[config.mk]
export PLATFORM = sky130hd
export DESIGN_NAME = overcurrent_trip_guard_top
export DESIGN_NICKNAME = d
export VERILOG_FILES = /design/src/hdl/otg_pkg.sv /design/src/hdl/overcurrent_trip_guard_top.sv
export SDC_FILE = /design/constraint.sdc
export NUM_CORES = 1
export LEC_CHECK = 0
export BUFFER_PORTS_ARGS = -buffer_cell sky130_fd_sc_hd__buf_2
export CAP_MARGIN = 20
export CORE_UTILIZATION = 55
export DETAILED_ROUTE_END_ITERATION = 8
export PLACE_DENSITY = 0.74
export RECOVER_POWER = 25
export SYNTH_ARGS = -nofsm -noshare
export SYNTH_HDL_FRONTEND = slang
export SYNTH_SLANG_ARGS = --single-unit
export TNS_END_PERCENT = 30
[constraint.sdc]
create_clock -name clk -period 8.4 [get_ports clk]
set_input_delay 1.26 -clock clk [delete_from_list [all_inputs] [get_ports clk]]
set_output_delay 1.26 -clock clk [all_outputs]
set_load 0.02 [all_outputs]
[src/hdl/otg_pkg.sv]
// Package of the overcurrent trip guard: op codes, register indexes,
// field widths and configuration reset values. No dependencies.
package otg_pkg;

  localparam int unsigned MagW     = 15;
  localparam int unsigned LoadW    = 16;
  localparam int unsigned StampW   = 32;
  localparam int unsigned DelayW   = 16;
  localparam int unsigned OpW      = 3;
  localparam int unsigned CfgIdxW  = 3;
  localparam int unsigned CfgDataW = 16;
  localparam int unsigned InDataW  = 56;
  localparam int unsigned OutDataW = 56;

  localparam logic [MagW-1:0]   MagMax      = 15'h7fff;
  localparam logic [DelayW-1:0] HoldDefault = 16'd2000;

  typedef enum logic [OpW-1:0] {
    OP_UPDATE      = 3'd0,
    OP_BUTTON      = 3'd1,
    OP_FORCE_TRIP  = 3'd2,
    OP_TRY_RESET   = 3'd3,
    OP_FORCE_RESET = 3'd4
  } op_t;

  typedef enum logic [CfgIdxW-1:0] {
    REG_TRIP_MA           = 3'd0,
    REG_TRIP_DELAY_MS     = 3'd1,
    REG_LATCH_MODE        = 3'd2,
    REG_RETRY_DELAY_MS    = 3'd3,
    REG_RESET_SAFE_MA     = 3'd4,
    REG_BUTTON_ENABLE     = 3'd5,
    REG_BUTTON_ACTIVE_LOW = 3'd6,
    REG_BUTTON_HOLD_MS    = 3'd7
  } reg_idx_t;

  // Configuration register file.
  typedef struct packed {
    logic [MagW-1:0]   trip_ma;
    logic [DelayW-1:0] trip_delay_ms;
    logic              latch_mode;
    logic [DelayW-1:0] retry_delay_ms;
    logic [MagW-1:0]   reset_safe_ma;
    logic              button_enable;
    logic              button_active_low;
    logic [DelayW-1:0] button_hold_ms;
  } cfg_t;

  // Protection state carried from word to word.
  typedef struct packed {
    logic              trip_flag;
    logic [StampW-1:0] over_start;
    logic [MagW-1:0]   load_mag;
    logic [StampW-1:0] trip_stamp;
    logic [StampW-1:0] hold_start;
  } guard_state_t;

endpackage

[src/hdl/overcurrent_trip_guard_top.sv]
// Overcurrent trip guard (electronic fuse) top level.
// Depends on otg_pkg for op codes, register indexes and state types.
//
// Usage:
//   in_*  : input words. in_tuser[2:0] = op; in_tdata holds load_ma (signed
//           mA), now_ms (ms timestamp) and button_level.
//   out_* : one result word per input word: load_allowed, reset_done,
//           last_load_ma and last_trip_ms.
//   cfg_* : register writes, index 0..7, taken whenever cfg_ready is high.
//           Write registers only while no word is in flight.
// Path: an accepted word passes the input register, then the result register,
//   and shows on out_*; a low out_tready can hold it in either register.
// Throughput: one word per cycle unless out_tready stalls; the state update is
//   a single pass of compares and 32-bit subtractions between the registers.
// Reset: rst_n low clears the trip, all timing stamps and both pipeline
//   stages and loads register defaults (button active low, hold 2000 ms).
//   in_tready and cfg_ready are low while reset is held.
// Stall: while out_tready is low the result holds; the input register
//   still takes one more word, then in_tready drops until the result leaves.
module overcurrent_trip_guard_top (
  input  logic                           clk,
  input  logic                           rst_n,
  // in_tdata: load_ma[15:0], now_ms[47:16], button_level[48], zeros[55:49]
  input  logic [otg_pkg::InDataW-1:0]    in_tdata,
  // in_tuser: op[2:0]
  input  logic [otg_pkg::OpW-1:0]        in_tuser,
  input  logic                           in_tvalid,
  output logic                           in_tready,
  // out_tdata: load_allowed[0], reset_done[1], last_load_ma[16:2],
  //            last_trip_ms[48:17], zeros[55:49]
  output logic [otg_pkg::OutDataW-1:0]   out_tdata,
  output logic                           out_tvalid,
  input  logic                           out_tready,
  input  logic                           cfg_valid,
  output logic                           cfg_ready,
  input  logic [otg_pkg::CfgIdxW-1:0]    cfg_index,
  input  logic [otg_pkg::CfgDataW-1:0]   cfg_data
);

  localparam logic [otg_pkg::StampW-1:0] StampZero = '0;

  // Input register.
  logic                          s0_valid_r;
  logic [otg_pkg::OpW-1:0]       s0_op_r;
  logic signed [otg_pkg::LoadW-1:0] s0_load_ma_r;
  logic [otg_pkg::StampW-1:0]    s0_now_r;
  logic                          s0_level_r;

  // Result register.
  logic                          out_valid_r;
  logic                          out_allowed_r;
  logic                          out_done_r;
  logic [otg_pkg::MagW-1:0]      out_mag_r;
  logic [otg_pkg::StampW-1:0]    out_trip_r;

  otg_pkg::cfg_t                 cfg_r;
  otg_pkg::cfg_t                 cfg_nxt;
  otg_pkg::guard_state_t         st_r;
  otg_pkg::guard_state_t         st_nxt;
  logic                          done_nxt;

  logic                          advance;
  logic                          in_fire;
  logic [otg_pkg::LoadW-1:0]     neg_load;
  logic [otg_pkg::MagW-1:0]      mag;

  // Pipeline control: the result register frees up when it is empty or taken.
  assign advance   = s0_valid_r && (!out_valid_r || out_tready);
  assign in_tready = rst_n && (!s0_valid_r || advance);
  assign in_fire   = in_tvalid && in_tready;
  assign cfg_ready = rst_n;

  assign out_tvalid = out_valid_r;
  assign out_tdata  = {7'd0, out_trip_r, out_mag_r, out_done_r, out_allowed_r};

  // Magnitude of the signed current, saturating the most negative code.
  always_comb begin
    neg_load = otg_pkg::LoadW'(16'd0 - $unsigned(s0_load_ma_r));
    if (!s0_load_ma_r[otg_pkg::LoadW-1]) begin
      mag = s0_load_ma_r[otg_pkg::MagW-1:0];
    end else if (neg_load[otg_pkg::LoadW-1]) begin
      mag = otg_pkg::MagMax;
    end else begin
      mag = neg_load[otg_pkg::MagW-1:0];
    end
  end

  // Next protection state for the word in the input register.
  always_comb begin
    logic                       tripped;
    logic                       proceed;
    logic [otg_pkg::StampW-1:0] start;
    logic                       pressed;
    logic [otg_pkg::StampW-1:0] hstart;

    st_nxt   = st_r;
    done_nxt = 1'b0;
    tripped  = st_r.trip_flag;
    proceed  = 1'b0;
    start    = StampZero;
    pressed  = 1'b0;
    hstart   = StampZero;

    case (s0_op_r)
      otg_pkg::OP_UPDATE: begin
        st_nxt.load_mag = mag;
        // Auto retry clears the trip once the cooldown has run out.
        if (!tripped) begin
          proceed = 1'b1;
        end else if (!cfg_r.latch_mode && (cfg_r.retry_delay_ms != '0) &&
                     ((s0_now_r - st_r.trip_stamp) >=
                      {16'd0, cfg_r.retry_delay_ms})) begin
          proceed = 1'b1;
          st_nxt.trip_flag  = 1'b0;
          st_nxt.over_start = StampZero;
        end
        if (proceed) begin
          if (mag > cfg_r.trip_ma) begin
            start = (st_nxt.over_start == StampZero) ? s0_now_r : st_nxt.over_start;
            st_nxt.over_start = start;
            if ((s0_now_r - start) >= {16'd0, cfg_r.trip_delay_ms}) begin
              st_nxt.trip_flag  = 1'b1;
              st_nxt.trip_stamp = s0_now_r;
            end
          end else begin
            st_nxt.over_start = StampZero;
          end
        end
      end
      otg_pkg::OP_BUTTON: begin
        if (cfg_r.button_enable) begin
          if (!tripped) begin
            st_nxt.hold_start = StampZero;
          end else begin
            pressed = cfg_r.button_active_low ? !s0_level_r : s0_level_r;
            if (pressed) begin
              hstart = (st_r.hold_start == StampZero) ? s0_now_r : st_r.hold_start;
              st_nxt.hold_start = hstart;
              // Hold complete: try a reset and restart hold timing.
              if ((s0_now_r - hstart) >= {16'd0, cfg_r.button_hold_ms}) begin
                st_nxt.hold_start = StampZero;
                if (mag <= cfg_r.reset_safe_ma) begin
                  st_nxt.trip_flag  = 1'b0;
                  st_nxt.over_start = StampZero;
                  done_nxt          = 1'b1;
                end
              end
            end else begin
              st_nxt.hold_start = StampZero;
            end
          end
        end
      end
      otg_pkg::OP_FORCE_TRIP: begin
        st_nxt.trip_flag  = 1'b1;
        st_nxt.trip_stamp = s0_now_r;
        st_nxt.over_start = StampZero;
      end
      otg_pkg::OP_TRY_RESET: begin
        if (mag <= cfg_r.reset_safe_ma) begin
          st_nxt.trip_flag  = 1'b0;
          st_nxt.over_start = StampZero;
          done_nxt          = 1'b1;
        end
      end
      otg_pkg::OP_FORCE_RESET: begin
        st_nxt.trip_flag  = 1'b0;
        st_nxt.over_start = StampZero;
      end
      default: begin
        st_nxt = st_r;
      end
    endcase
  end

  // Decode register writes.
  always_comb begin
    cfg_nxt = cfg_r;
    if (cfg_valid && cfg_ready) begin
      case (cfg_index)
        otg_pkg::REG_TRIP_MA:           cfg_nxt.trip_ma = cfg_data[otg_pkg::MagW-1:0];
        otg_pkg::REG_TRIP_DELAY_MS:     cfg_nxt.trip_delay_ms = cfg_data;
        otg_pkg::REG_LATCH_MODE:        cfg_nxt.latch_mode = cfg_data[0];
        otg_pkg::REG_RETRY_DELAY_MS:    cfg_nxt.retry_delay_ms = cfg_data;
        otg_pkg::REG_RESET_SAFE_MA:     cfg_nxt.reset_safe_ma = cfg_data[otg_pkg::MagW-1:0];
        otg_pkg::REG_BUTTON_ENABLE:     cfg_nxt.button_enable = cfg_data[0];
        otg_pkg::REG_BUTTON_ACTIVE_LOW: cfg_nxt.button_active_low = cfg_data[0];
        otg_pkg::REG_BUTTON_HOLD_MS:    cfg_nxt.button_hold_ms = cfg_data;
        default:                        cfg_nxt = cfg_r;
      endcase
    end
  end

  // Hold configuration and protection state.
  always_ff @(posedge clk) begin
    if (!rst_n) begin
      cfg_r.trip_ma           <= '0;
      cfg_r.trip_delay_ms     <= '0;
      cfg_r.latch_mode        <= 1'b0;
      cfg_r.retry_delay_ms    <= '0;
      cfg_r.reset_safe_ma     <= '0;
      cfg_r.button_enable     <= 1'b0;
      cfg_r.button_active_low <= 1'b1;
      cfg_r.button_hold_ms    <= otg_pkg::HoldDefault;
      st_r                    <= '0;
    end else begin
      cfg_r <= cfg_nxt;
      if (advance) begin
        st_r <= st_nxt;
      end
    end
  end

  // Advance the valid flags of both stages.
  always_ff @(posedge clk) begin
    if (!rst_n) begin
      s0_valid_r  <= 1'b0;
      out_valid_r <= 1'b0;
    end else begin
      if (in_fire) begin
        s0_valid_r <= 1'b1;
      end else if (advance) begin
        s0_valid_r <= 1'b0;
      end
      if (advance) begin
        out_valid_r <= 1'b1;
      end else if (out_tready) begin
        out_valid_r <= 1'b0;
      end
    end
  end

  // Capture the input word and the result word.
  always_ff @(posedge clk) begin
    if (in_fire) begin
      s0_op_r      <= in_tuser;
      s0_load_ma_r <= $signed(in_tdata[15:0]);
      s0_now_r     <= in_tdata[47:16];
      s0_level_r   <= in_tdata[48];
    end
    if (advance) begin
      out_allowed_r <= !st_nxt.trip_flag;
      out_done_r    <= done_nxt;
      out_mag_r     <= st_nxt.load_mag;
      out_trip_r    <= st_nxt.trip_stamp;
    end
  end

endmodule

# Yosys cells after proc, flatten, opt, wreduce, memory -nomap -nowiden
# Index checks and enable logic that the tools add are counted.
dict set report classes {
  addsub 4
  mul 0
  div 0
  n_lt_le_gt_ge 5
  eq_ne 17
  shifts 0
  mux 40
  bitwise 0
  reduce_logical 31
}
# cell count
set ops {}
lappend ops {{33-bit 2-to-1 mux} 10}
lappend ops {{32-bit 2-to-1 mux} 9}
lappend ops {{33-bit case mux with 5 select lines} 1}
lappend ops {{32-bit by 16-bit greater-or-equal comparator with 1-bit output} 3}
lappend ops {{32-bit subtractor} 3}
lappend ops {{32-bit logical NOT} 2}
lappend ops {{32-bit case mux with 2 select lines} 1}
lappend ops {{15-bit 2-to-1 mux} 3}
lappend ops {{2-bit AND reduction} 8}
lappend ops {{16-bit nonzero test} 1}
lappend ops {{1-bit by 16-bit subtractor with 16-bit output (first input constant)} 1}
lappend ops {{3-bit == test (second input constant)} 5}
lappend ops {{15-bit greater-than comparator} 1}
lappend ops {{15-bit <= comparator} 1}
lappend ops {{1-bit 2-to-1 mux} 15}
lappend ops {{3-bit by 2-bit == test with 1-bit output (second input constant)} 4}
lappend ops {{2-bit != test (second input constant)} 6}
lappend ops {{8-bit AND reduction} 1}
lappend ops {{3-bit by 1-bit == test with 1-bit output (second input constant)} 2}
lappend ops {{1-bit logical AND} 6}
lappend ops {{3-bit logical NOT} 2}
lappend ops {{1-bit logical NOT} 5}
lappend ops {{5-bit nonzero test} 1}
lappend ops {{2-bit nonzero test} 2}
lappend ops {{other kinds (3)} 4}
dict set report totals {
  ff_bits 296
  latchBits 0
  ram_bits 0
  romBits 0
  inputBits 83
  output_inout_bits 59
  elab_cells 120
  n_memories 0
}

# Longest topological paths before layout
# Gate-level depths: netlist (run 1).
dict set report depth {
  ltp_word 15
  depth_mapped 45
  depth_no_buf 43
}

# Worst setup path after synthesis (run 1)
# OpenSTA, ideal clock, no wires.
dict set report synth_path {
  path_type {reg-to-reg}
  start {reg s0_now_r[1] (netlist bit)}
  end {reg out_trip_r[0] (netlist bit), data pin}
  t_arrival_ns 8.198
  required_ns 8.140
  slack_ns -0.058
  path_stages_with_launch 43
  n_path_buf 2
  synth_period_minus_slack_ns 8.458
  path_cell_list {edfxtp_1 -> inv_1 -> fa_1 -> nand2b_1 -> a21o_1 -> nand2_1 -> nand2_1 -> a21oi_1 -> nor2_1 -> xnor2_1 -> ha_1 -> a21oi_1 -> nand2_1 -> a32oi_1 -> o2111ai_1 -> a211oi_1 -> o2111ai_2 -> or4_4 -> (+7 left out) -> inv_1 -> o32a_1 -> o21ai_0 -> a31oi_1 -> xnor2_1 -> ha_1 -> a21oi_1 -> nor2b_1 -> o21ai_0 -> o2111ai_1 -> nor3_1 -> o21ai_0 -> nor4_1 -> nand4_1 -> o32ai_2 -> nor3_2 -> buf_2 -> mux2_2}
}
# item line_no
set synth_rtl {}
lappend synth_rtl {{from (decl)} overcurrent_trip_guard_top.sv:46} ;# logic [otg_pkg::StampW-1:0] s0_now_r;
lappend synth_rtl {{from (signal assigned)} overcurrent_trip_guard_top.sv:238} ;# s0_now_r <= in_tdata[47:16];
lappend synth_rtl {{to (signal assigned)} overcurrent_trip_guard_top.sv:245} ;# out_trip_r <= st_nxt.trip_stamp;
lappend synth_rtl {{to (decl)} overcurrent_trip_guard_top.sv:54} ;# logic [otg_pkg::StampW-1:0] out_trip_r;

==> results summary, run 1 <==
The flow ran to the end, but the final reports show violations. The checks that failed: capacitance limit, slew limit, setup timing. The startpoint type of the worst setup path is a flop. Relative to the synthesized area, the layout overhead comes to 18.4%.

The number of flops mapped to enable cells by yosys came out at 101. The number of detailed-route iterations in the first pass came out at 6. The initial antenna violation count is 1. Registers take 6940 um^2. The number of buffers added to fix hold violations after cts came out at 0. The cell count after synthesis came out at 2,292. After detailed routing, the number of remaining DRC violations is 0.

On the worst path, the slowest cell contributes a delay of 0.56 ns. The library cell used most frequently in the layout, excluding fill and tap cells, is sky130_fd_sc_hd__nand2_1. The clock network latency to the later pin of the worst-skew pair is 0.56 ns. Timing would allow up to 113 MHz. The minimum period implied by the final worst setup slack is 8.83 ns. The routability congestion estimate from global placement is 0.997. The number of distinct library cells after synthesis is 106. The top-level I/O count is 142. Dividing the detail-routed via count by the number of cells gives 6.04. The leakage power summed over all cells is 9.52 nW. The overall power of the completed layout came out at 4.20 mW. The longest clock path from root to sink contains 3 buffers. The height of the die came out at 192 um. The average wire length per cell after detail routing is 19.6 um. The residual antenna-violating net count after detailed routing is 0.

The worst-case reg-to-reg path depth is 39. The die footprint is 36,800 um^2. The clock tree from TritonCTS is built. The number of rows created at floorplan is 69. For this run, the leading register cell type out of synthesis is sky130_fd_sc_hd__dfxtp_1. The worst hold slack is 0.466 ns.

The total via count in the routed design is 18,341. The repair_antennas step left the layout with diodes totalling 0. The number of buffers created by CTS came out at 35. The final max-slew violation count came out at 42. The number of DRC markers in iteration 0 is 1,576.

Along the worst path, the maximum fanout reaches 9. The initial cell density of the core came out at 55.9%. Measured against its own limit, the worst slew margin works out to -20.9%. The cell type contributing the most total cell area after synthesis is sky130_fd_sc_hd__dfxtp_1. The number of nets in the layout came out at 2,808. Global routing used 32.1% of the available tracks across all layers. The share of the clock period used by the worst path is 105%. The clock transition at the registers of the reported paths came out at 0.06 ns.

Once routing completed, OpenROAD measured the worst setup slack at -0.426 ns. The count of cells in the finished layout, fillers not included, comes to 3,037. The number of synthesized register bits came out at 296. The multi-input logic area came out at 12,000 um^2.

The yosys synthesis warning count is 0. The sequential fraction of the synthesis area is 35.0%. The core occupancy in the finished layout is 66.2%.

In the layout the commonest cells are 399 x sky130_fd_sc_hd__nand2_1, 195 x sky130_fd_sc_hd__dfxtp_1, 193 x sky130_fd_sc_hd__buf_4, 168 x sky130_fd_sc_hd__ha_1, 141 x sky130_fd_sc_hd__inv_1. The routed wire length is 59,600 um. After synthesis, the share of flip-flops with an asynchronous set or reset is 0%. The HPWL reported at the end of detailed placement is 43,800 um. The chip width is 192 um. STA classifies the critical path endpoint as a flop. The area fraction of the dominant cell type after synthesis is 19.7%.

The instance count along the most critical hold path is 2. Setup repair after global routing could not meet its margin everywhere. The final-report hold violation count came to 0.

The pin slew with the least headroom to its limit came out at 1.81 ns. Entering global routing, the biggest net connects 113 pins. The core area came out at 35,500 um^2. The post-route clock skew is 0.0262 ns. The mean area per synthesized cell is 8.65 um^2. The max-capacitance violation count came out at 1.

The slowest stage cell on the critical path is sky130_fd_sc_hd__or4_4. The total congestion overflow after global routing is 0. The cell sitting at the root of the clock tree is a sky130_fd_sc_hd__clkbuf_16.

The number of failing setup endpoints in the final timing report is 66. Fill cells in the final layout number 2,898. The number of buffer cells added on primary ports came out at 127. Summing every instance area after synthesis gives 19,800 um^2. The number of placed instances, taps included is 2,946.

The fraction of layout cells with a size suffix above 1 is 18.9%. The worst-case IR drop observed on VDD is 196 uV. The path class of the tightest hold or removal check is flop to flop. The placement-stage worst setup slack came out at -1.02 ns. The required time reported for the critical path endpoint is 8.70 ns. By startpoint and endpoint, the worst setup path is classified as flop to flop. The clock sink total came out at 296.

The first-pass GRT wire length came out at 91,500 um. The H-tree was split into 2 levels. The via count of the first global-routing pass is 17,390. The power density of the placed cells came out at 179 nW/um^2. Ranked by total cell area, the synthesized netlist is headed by sky130_fd_sc_hd__dfxtp_1 20%, sky130_fd_sc_hd__edfxtp_1 15%, sky130_fd_sc_hd__ha_1 11%.

The data arrival time at the worst-slack endpoint is 9.13 ns.
==> per-stage QoR <==
stage                     TNS [ns]  cell area, um^2
after floorplan                  0            19900
after global placement      -45.38            21700
after detailed placement    -63.07            21700
after CTS                   -15.60            23400
after global routing        -46.32            23500
final                       -20.88            23500
==> where the power goes <==
group | internal, mW | switching (mW)
registers | 1.52 | 0.0260
logic | 0.441 | 0.573
clock network | 1.02 | 0.626
==> synthesized netlist by cell type (all sizes together) (10+ instances only) <==
cell	number
dfxtp	195
clkbuf	85
nand3	28
ha	172
a31oi	24
o21a	30
nor4	32
a21oi	146
o21bai	11
nand2	401
edfxtp	101
nand2b	25
xnor2	31
nand4	29
and3	20
xor2	38
and2	41
a21o	43
nor2b	23
o211ai	25
a211o	10
o21ai	132
nor3	23
inv	143
buf	27
a211oi	20
nor2	85
or3	11
a22oi	31
mux2i	46
or2	11
a21boi	95
mux2	35
==> path summary, 6_finish.rpt <==
| kind | slack (ns) | endpoint | from |
|---|---|---|---|
| worst min register to register | 0.47 | cfg_r[58] | cfg_r[58] |
| worst max-delay path | -0.43 | out_trip_r[5] | s0_now_r[5] |
| worst max register to register | -0.43 | out_trip_r[5] | s0_now_r[5] |
| worst min-delay path | 0.47 | cfg_r[58] | cfg_r[58] |
==> per-layer routing <==
metal | vias up | share of wire, % | wire length [um] | global-route usage (%)
li1 | 8745 | - | - | -
met1 | 8745 | 42 | 25300 | 42.3
met2 | 703 | 45 | 27000 | 51.9
met3 | 148 | 8.6 | 5100 | 6.91
met4 | 0 | 3.6 | 2120 | 11.1
met5 | - | 0 | 0 | 0
==> logic make-up (layout without fill, tap and decap cells) <==
| logic type | count (synthesis) | after routing | share of synthesized area (%) |
|---|---|---|---|
| and+or+nand+nor | 766 | 766 | 18.4 |
| xor gates and xnor gates | 69 | 69 | 3.05 |
| buffers and inverters | 256 | 534 | 6.09 |
| DFF | 296 | 296 | 35.0 |
| adders and majority gates | 175 | 175 | 11.2 |
| AOI/OAI and AO/OA | 648 | 648 | 22.0 |
| other | 1 | 7 | 0.0189 |
| muxes | 81 | 81 | 4.31 |
==> sequential cells by signal (all words and copies together), names as in the netlist, named ones only <==
register and count:
s0_op_r 3, out_allowed_r 1, cfg_r 81, out_trip_r 32
s0_level_r 1, out_mag_r 15, st_r 111, out_tvalid 1
s0_valid_r 1, s0_now_r 32, s0_load_ma_r 16, out_done_r 1
==> layout make-up <==
type                            count  area share [%]
Clock buffer                       46            4.22
Clock inverter                     17            1.06
Inverter                          143            2.29
Multi-Input combinational cell   1746            51.1
Sequential cell                   296            29.5
Tap cell                          461            2.46
Timing Repair Buffer              328            9.31
==> what timing repair did <==
item | in CTS | in global routing
gates resized for setup | 39 | 24
pin swaps | 23 | 10
cloned | 3 | 0
endpoints found under the setup margin | 66 | 66
buffers inserted | 22 | 5
==> worst max-delay path: cells and delay by family, from the launching register on <==
kind | cells | cell delay, ns
XOR/XNOR | 2 | 0.36
multiplexers | 1 | 0.33
AND/OR/NAND/NOR | 10 | 2.03
adder cells (fa/ha/maj) | 4 | 1.34
AO/OA/AOI/OAI | 16 | 3.16
flip-flops | 1 | 0.42
buffers and inverters | 6 | 0.92
Power figures use the tool's default switching activity.
==> run 2: changes to the inputs <==
--- a/config.mk
+++ b/config.mk
@@ -10,7 +10,7 @@
 export CORE_UTILIZATION = 55
 export DETAILED_ROUTE_END_ITERATION = 8
 export PLACE_DENSITY = 0.74
-export RECOVER_POWER = 25
+export RECOVER_POWER = 100
 export SYNTH_ARGS = -nofsm -noshare
 export SYNTH_HDL_FRONTEND = slang
 export SYNTH_SLANG_ARGS = --single-unit
==> run 2 against run 1 <==
Net effect: the flow still finishes with violations (capacitance limit, slew limit, setup timing); combinational power hardly changed; worst hold slack better by 0.00073 ns; clock power hardly changed; critical path depth stayed put; sequential cell count stayed put; clock skew hardly changed; design area is 0.30% lower; critical path type unchanged.
==> results summary, run 2 (synthesis gave the netlist of run 1 again) <==
The longest clock path from root to sink contains 3 buffers. The routability congestion estimate from global placement came out at 0.997. The number of DRC markers in iteration 0 is 1,662. For this run, the detailed router's first-pass iteration total came to 6. The total placed instance area came out at 21,700 um^2. The data arrival time at the worst-slack endpoint came out at 9.09 ns. In this run the static leakage power is 9.39 nW.

The endpoint class of the critical path is a flop. After global routing the overflow that remains totals 0. The fraction of power consumed by sequential logic is 36.8%. The critical path's top delay family is compound AO/OA/AOI/OAI gates.

The number of buffers and inverters on the critical path is 6. The worst hold slack came out at 0.467 ns. The number of rows created at floorplan came out at 69. The minimum period implied by the final worst setup slack is 8.79 ns.

The residual antenna-violating net count after detailed routing came out at 0. The via count of the first global-routing pass is 17,390. The total routing usage reported by global routing is 32.1%. Of the total power, combinational logic draws 24.1%. The remaining max-slew budget at the tightest pin is -128%. The final max-slew violation count was 331. In the routed design, unresolved DRC markers number 0. STA classifies the critical path startpoint as a flop.

The pin slew with the least headroom to its limit is 3.43 ns. The highest clock rate came out at 114 MHz. The first global-routing pass estimated 91,500 um of wire. The die is 192 um wide.

The flow ran to the end, but the final reports show violations. The average wire length per cell after detail routing came out at 19.6 um. The routed wire length is 59,500 um.

Including well taps, the total number of placed cells is 2,946. The initial antenna violation count came out at 1. The initial cell density of the core came out at 55.9%.

The number of buffer cells added on primary ports came out at 127. The maximum level of the CTS H-tree is 2. Setup violations remaining at the end of the flow were counted as 66. Setup repair after global routing could not meet its margin everywhere.

The maximum fanout count along the critical path is 9. The count of non-filler cells in the finished layout came out at 3,037. From bottom edge to top edge, the die measures 192 um. TritonCTS built the clock tree. The number of buffers added to fix hold violations after cts came out at 0. Leaving out fill and tap cells, the most frequent cell in the layout is sky130_fd_sc_hd__nand2_1. The post-route clock skew came out at 0.0264 ns. After detailed routing, the number of vias per cell comes to 6.05. The final-report hold violation count came out at 0. Of the total power, the share spent switching nets is 29.1%. Compared with the post-synthesis result, the final layout area differs by 18.1%. The required time reported for the critical path endpoint is 8.70 ns.

The total area inside the core boundary comes to 35,500 um^2. In this run the worst hold path is classified as flop to flop. The clock power share came out at 39.1%. The kind of critical path is flop to flop. After layout, the worst setup slack is -0.387 ns. The antenna diode instance count came out at 0. Leaving out fill and tap cells, the most frequent cells in the layout are 399 x sky130_fd_sc_hd__nand2_1, 195 x sky130_fd_sc_hd__dfxtp_1, 185 x sky130_fd_sc_hd__buf_4, 168 x sky130_fd_sc_hd__ha_1, 141 x sky130_fd_sc_hd__inv_1.

The fill cell total of the finished layout is 2,921. The largest registers in the layout are st_r x111, cfg_r x81. The tool flagged a number of max-cap violations equal to 6. Entering global routing, the biggest net connects 113 pins.

The clock sink total came out at 296. The checks that failed: capacitance limit, slew limit, setup timing. The die footprint came out at 36,800 um^2. TritonCTS created 35 clock buffers. The maximum resistive drop on vdd came out at 196 uV. The post-route cell area is 23,400 um^2. The total via count in the routed design came out at 18,384. During I/O placement, the number of pins put on the boundary was 142. The clock network latency to the later pin of the worst-skew pair came out at 0.56 ns. The top register by number of flip-flops is st_r.

The HPWL reported at the end of detailed placement came out at 43,800 um. The largest individual stage delay along the critical path comes from the cell sky130_fd_sc_hd__or4_4. Clock-pin slew was measured on the worst setup and hold paths at 0.06 ns. The flip-flop count of the largest register, all copies and words added came out at 111. The share of the clock period used by the worst path is 105%. The number of nets in the layout is 2,808. For this run, the slowest stage of the critical path takes 0.56 ns. Summed over all nets, the switching power comes to 1.23 mW. The internal power consumption is 2.98 mW.

The power density of the placed cells came out at 180 nW/um^2. CTS placed an instance of sky130_fd_sc_hd__clkbuf_16 at the clock tree root. The fraction of layout cells with a size suffix above 1 came out at 17.4%.
run 2: cell count changes in the layout (fill, tap and decap cells not counted), moves of 3 or more:
cell                       delta
sky130_fd_sc_hd__mux2_2       -3
sky130_fd_sc_hd__clkbuf_1    +35
sky130_fd_sc_hd__mux2_1       +3
sky130_fd_sc_hd__buf_2       -28
sky130_fd_sc_hd__buf_4        -8
sky130_fd_sc_hd__and2_1      -28
sky130_fd_sc_hd__and2_0      +28
run 2: worst paths after layout:
kind / startpoint / to / cells after the start / slack [ns]
setup / recovery: s0_now_r[5] / out_trip_r[3] / 39 / -0.39
hold / removal: cfg_r[57] / cfg_r[57] / 2 / 0.47
setup reg to reg: s0_now_r[5] / out_trip_r[3] / 39 / -0.39
hold reg to reg: cfg_r[57] / cfg_r[57] / 2 / 0.47
run 2: final cells by class:
| class | count | area [um^2] | area share, % |
|---|---|---|---|
| flip-flops and latches | 296 | 6940 | 29.6 |
| clock buffers | 46 | 990 | 4.23 |
| inverters | 143 | 537 | 2.29 |
| multi-input cells | 1746 | 12000 | 51.3 |
| clock inverters | 17 | 249 | 1.06 |
| well taps | 461 | 577 | 2.46 |
| repair buffers | 328 | 2120 | 9.06 |
run 2: what timing repair did:
action	in CTS	in global routing
setup endpoints to repair	66	66
gates resized for setup	39	24
pin swaps	23	10
buffers inserted	22	5
cloned	3	0
run 2: stage by stage:
step	setup TNS (ns)	utilization (%)	setup slack [ns]	total power, mW
CTS	-15.60	65.9	-0.339	4.19
global placement	-45.38	61.3	-0.739	2.48
detailed placement	-63.07	61.3	-1.02	2.50
global route	-46.40	66.0	-0.815	4.38
floorplan	0	-	0.0141	2.19
finish	-18.28	66.0	-0.387	4.20
run 2: tightest hold or removal path, cell delays in order, from the launching register on:
cell                       delay (ns)
sky130_fd_sc_hd__dfxtp_1         0.31
sky130_fd_sc_hd__nand2_1         0.05
sky130_fd_sc_hd__a21boi_0        0.06
run 2: power groups by stage:
stage	clock (mW)	combinational [mW]	sequential, mW
after floorplan	0	0.608	1.59
after global routing	1.72	1.11	1.55
after CTS	1.67	0.976	1.55
after global placement	0	0.902	1.57
after detailed placement	0	0.928	1.58
final	1.64	1.01	1.55
run 2: layer usage:
metal | part of all wire (%) | global-route usage [%]
met5 | 0 | 0
met4 | 3.5 | 11.1
met3 | 9.2 | 6.91
met2 | 45 | 51.9
met1 | 42 | 42.3
